===== config.mk =====
export PLATFORM = sky130hd
export DESIGN_NAME = hdwt_ram
export DESIGN_NICKNAME = d
export VERILOG_FILES = /design/src/rtl/core/hdwt_ram.sv
export SDC_FILE = /design/constraint.sdc
export NUM_CORES = 2
export LEC_CHECK = 0
export ABC_AREA = 0
export BUFFER_PORTS_ARGS = -buffer_cell sky130_fd_sc_hd__buf_2
export CORE_AREA = 2 2 543 545
export DETAILED_ROUTE_END_ITERATION = 7
export DIE_AREA = 0 0 545 547
export PLACE_DENSITY_LB_ADDON = 0.25
export SYNTH_ARGS = -nofsm -noshare
export SYNTH_HDL_FRONTEND = slang
export SYNTH_SLANG_ARGS = --single-unit

===== constraint.sdc =====
create_clock -name clk -period 4.3 [get_ports clk]
set_input_delay 0.215 -clock clk [delete_from_list [all_inputs] [get_ports clk]]
set_output_delay 0.215 -clock clk [all_outputs]
set_load 0.01 [all_outputs]

===== src/rtl/core/hdwt_ram.sv =====
// ----------------------------------------------------------------------------
// hdwt_ram
// Simple dual-port RAM, one write and one read port, registered read data.
// ----------------------------------------------------------------------------
module hdwt_ram #(
  parameter int WIDTH = 8,
  parameter int DEPTH = 512,
  parameter int AW    = (DEPTH > 1) ? $clog2(DEPTH) : 1
) (
  input  logic             clk,
  input  logic             we,
  input  logic [AW-1:0]    waddr,
  input  logic [WIDTH-1:0] wdata,
  input  logic             re,
  input  logic [AW-1:0]    raddr,
  output logic [WIDTH-1:0] rdata
);

  logic [WIDTH-1:0] mem [DEPTH];
  logic [WIDTH-1:0] rdata_r;

  always_ff @(posedge clk) begin
    if (we) begin
      mem[waddr] <= wdata;
    end
  end

  // hold read data until the next read
  always_ff @(posedge clk) begin
    if (re) begin
      rdata_r <= mem[raddr];
    end
  end

  assign rdata = rdata_r;

endmodule


; Word level (Yosys, flattened, before mapping)
; Memories as Yosys holds them, arrays and structs flattened. A register that Yosys moved wholly into a read port is not among the register bits.
; Cells that the tools add are included.
; Widths: inputs -> output; s select.
[classes]
muxes = 2
[op_table]
columns = cell, n
row1 = $mux 1, 2
[word_totals]
register_bits = 0
ram_bits = 4096
input_bits = 29
out_inout_bits = 8
n_memories = 1
[memory_table]
columns = name, words, word_bits, rd, rd_ports_with_merged_regs, write_ports, line_no
row1 = mem, 512, 8, 1, 1, 1, 19  ; logic [WIDTH-1:0] mem [DEPTH];

; Logic depth before layout (Yosys ltp)
[depth]
depth_word = 2
ltp_mapped = 12
mapped_depth_nobuf = 7

; Worst setup path before layout
; No wires, ideal clock.
[synth_path]
path_type = input -> register
startpoint = input raddr[0]
endpoint = register rdata_r[0] (netlist: rdata[0]), read port of mem, data pin
arrival_time_ns = 2.069
setup_slack_ns = 1.974
cell_stages = 10
path_buffers = 4
path_cell_list = buf_4 -> buf_12 -> buf_12 -> buf_2 -> mux4_2 -> o21ai_0 -> nand3_1 -> nand4_1 -> o21ai_0 -> o2111a_1
[synth_lines]
columns = item, line_no
row1 = start: declaration, 15  ; input logic [AW-1:0] raddr,
row2 = end: declaration, 20  ; logic [WIDTH-1:0] rdata_r;

==> impl_results.md <==
- Status: finished with violations
- Failing checks: capacitance limit, slew limit
- Dpl cell area: 0.1672 mm^2
- YS warnings: 0
- Distinct cells, synth: 50
- Vias per Instance: 6.578
- CTS clk-pin slew, worst paths: 60 ps
- Final setup vio count: 0
- Mapped Area: 0.1600 mm^2
- Final Net Count: 8,491
- Pre-CTS WS: -144.9 ps
- Overflow after GRT: 0
- Total track usage: 0.2763
- Maximum clock path buffer count: 4
- Vias in the first global route: 82,551
- Final setup margin: 575.8 ps
- Least-Margin Pin Slew: 1515 ps
- Input/output buffers: 36
- Sequential fraction of the synthesis area: 0.7702
- Critical Path Fanout Max: 80
- Non-filler instance count after layout: 12,723
- Cell Pwr Density: 459.7 mW/mm^2
- Post-cts sizing count: 0
- Crit-path slowest cell: nor4_1
- Core ar.: 0.2926 mm^2
- RePlAce Congestion: 0.9049
- Clk_skew: 41.13 ps
- Critical path origin: raddr[1]
- Syn_nets: 8,059
- Placed cells: 11,964
- VDD IR-drop max: 0.3739 mV
- Remaining DRCs: 0
- Syn Inst Count: 8,030
- RSZ-0062 raised after global routing: false
- Synth Register Bits: 4,104
- Die area: 0.2981 mm^2
- H-Tree Depth: 5
- Fin. max-slew vios: 3
- Worst EP arrival: 4540 ps
- Share of flip-flops with an asynchronous set or reset: 0
- Worst stage delay on the critical path: 970 ps
- Hold Crit Class: in2reg
- Leakage: 57.70 nW
- Fmax achieved: 0.2685 GHz
- Setup Buffers After CTS: 0
- End of the worst register-to-register path: rdata[4]
- P&R area growth vs syn: 12.66%
- Worst r2r src: mem[265][4]
- Routed via count: 83,689
- Finished Cell Area: 0.1803 mm^2
- Die Wd: 545 um
- Rel. slew slack: -0.01927
- Most used cell, CP: nor4_1
- CTS root buf: clkbuf_16
- Post-synth top flop: edfxtp_1
- Post-synth EDFFs: 4,104
- Latest clock arrival within the worst-skew pair: 950 ps
- 1st-iter DRT viols: 11,694
- Reg2Reg Setup Slack: 610 ps
- Total iterations of the first detailed-routing run: 6
- Final Hold Fails: 0
- DR WL/cell: 32.48 um
- Global-route wire length before repair: 593.9 mm
- CTS Buf Count: 406
- Startpoint Class: input pin
- Ports: 37
- Max-cap violation count: 1
- Critical path class: in2reg
- Initial antenna violation count: 24
- DP Wirelength: 253.1 mm
- Final WL: 413.3 mm
- Worst reg2reg path depth: 8
- Largest net degree at the start of global routing: 147
- CP top delay family: simple AND/OR/NAND/NOR gates
- Crit. End Element: register
- CTS tree: yes
- WP data required: 5110 ps
- Filler instances: 19,979
- Fraction of layout cells with a size suffix above 1: 0.2035
- FP Rows: 199
- Syn Area/Cell: 19.93 um^2
- Routed Antenna Nets: 0
- WP buf/inv: 3
- Worst path cell trace: buf_8 -> or2_4 -> buf_12 -> o221ai_1 -> a21oi_1 -> nor4_1 -> buf_4 -> nand4_1 -> nor4_1 -> o2111a_1
- Hold endpoint: rdata[7]
- Initial Utilization: 0.5469
- Post-route minimum period: 3724 ps
- Min-delay src: raddr[3]
- Cells on Worst Hold Path: 4
- Final Util: 0.6162
- Die height: 547 um
- Final cycle utilization of the critical path: 0.8661
- # clock sinks: 4,104
worst min-delay path: cells and delay by family:
kind            cells  cell delay, ps
buf+inv             2             460
compound gates      2             320
cells by family (layout without fill, tap and decap cells):
family	count (synthesis)	in the layout	share of synthesized area
AND/OR/NAND/NOR	980	980	0.02630
multiplexers	1451	1451	0.1419
AO/OA/AOI/OAI	979	979	0.04311
other	0	11	0
buffers and inverters	516	1279	0.01848
flip-flops	4104	4104	0.7702
registers in the layout, indices dropped and copies added (netlist names):
signal and cells:
mem 4096, rdata 8
per-layer routing:
metal,track usage,up-vias,routed length (um)
li1,-,34347,-
met1,0.3974,43752,160800
met2,0.4249,4722,193800
met3,0.05816,856,42300
met4,0.09369,12,16240
met5,0,-,86
Yosys cell counts, types with 61 or more instances:
master	number	share of area
a21oi_1	194	0.0061
o22ai_1	163	0.0064
clkbuf_1	265	0.0062
o21ai_0	118	0.0037
o221ai_1	371	0.020
nor3_1	109	0.0034
mux2i_1	797	0.050
buf_4	70	0.0033
a22oi_1	61	0.0029
nor2_1	597	0.014
nand2_1	111	0.0026
edfxtp_1	4104	0.77
mux4_2	654	0.092
buf_6	64	0.0045
repair_timing:
action	4_1_cts	5_1_grt
hold buffers	9	0
setup endpoints to repair	0	0
hold endpoints to repair	682	0
power breakdown:
| part | total (mW) | internal, mW | switching (mW) |
|---|---|---|---|
| sequential | 44.1 | 44.1 | 0.0383 |
| combinational | 4.05 | 1.31 | 2.74 |
| clock | 34.7 | 19.7 | 15.0 |
area by class of cell:
class	count	area, um^2	area share
multi-input combinational	3410	33990	0.1885
tap	3919	4903	0.02720
clock buffer	482	10590	0.05877
clock inverter	257	2354	0.01306
inverter	3	18.77	0.0001041
timing repair buffer	537	5149	0.02856
antenna	11	27.53	0.0001527
sequential	4104	123200	0.6836
placed cells by master (no fill, tap or decap), types with 69 or more instances in the layout:
master and instances:
buf_4 407, o21ai_0 118, a21oi_1 194, o22ai_1 163, clkbuf_16 413, nor2_1 596
mux4_2 654, nor3_1 109, clkinv_2 83, nand2_1 97, edfxtp_1 4104, buf_12 86
clkbuf_1 69, clkinv_1 97, mux2i_1 797, o221ai_1 371
stage by stage:
stage,total power [mW],setup TNS (ps),hold slack (ps)
finish,82.87,0,183.3
global route,84.89,0,134.7
CTS,83.18,0,79.50
detailed placement,48.96,-144.9,605.5
global placement,48.89,-152.2,611.6
floorplan,47.03,0,313.9
how the worst max path moves through the flow:
stage                     endpoint  cells after the start
after detailed placement  rdata[4]                     10
after global routing      rdata[4]                      8
after CTS                 rdata[4]                      8
final                     rdata[4]                     10
after floorplan           rdata[0]                     10
after global placement    rdata[4]                     10
(Power assumes the default switching activity.)
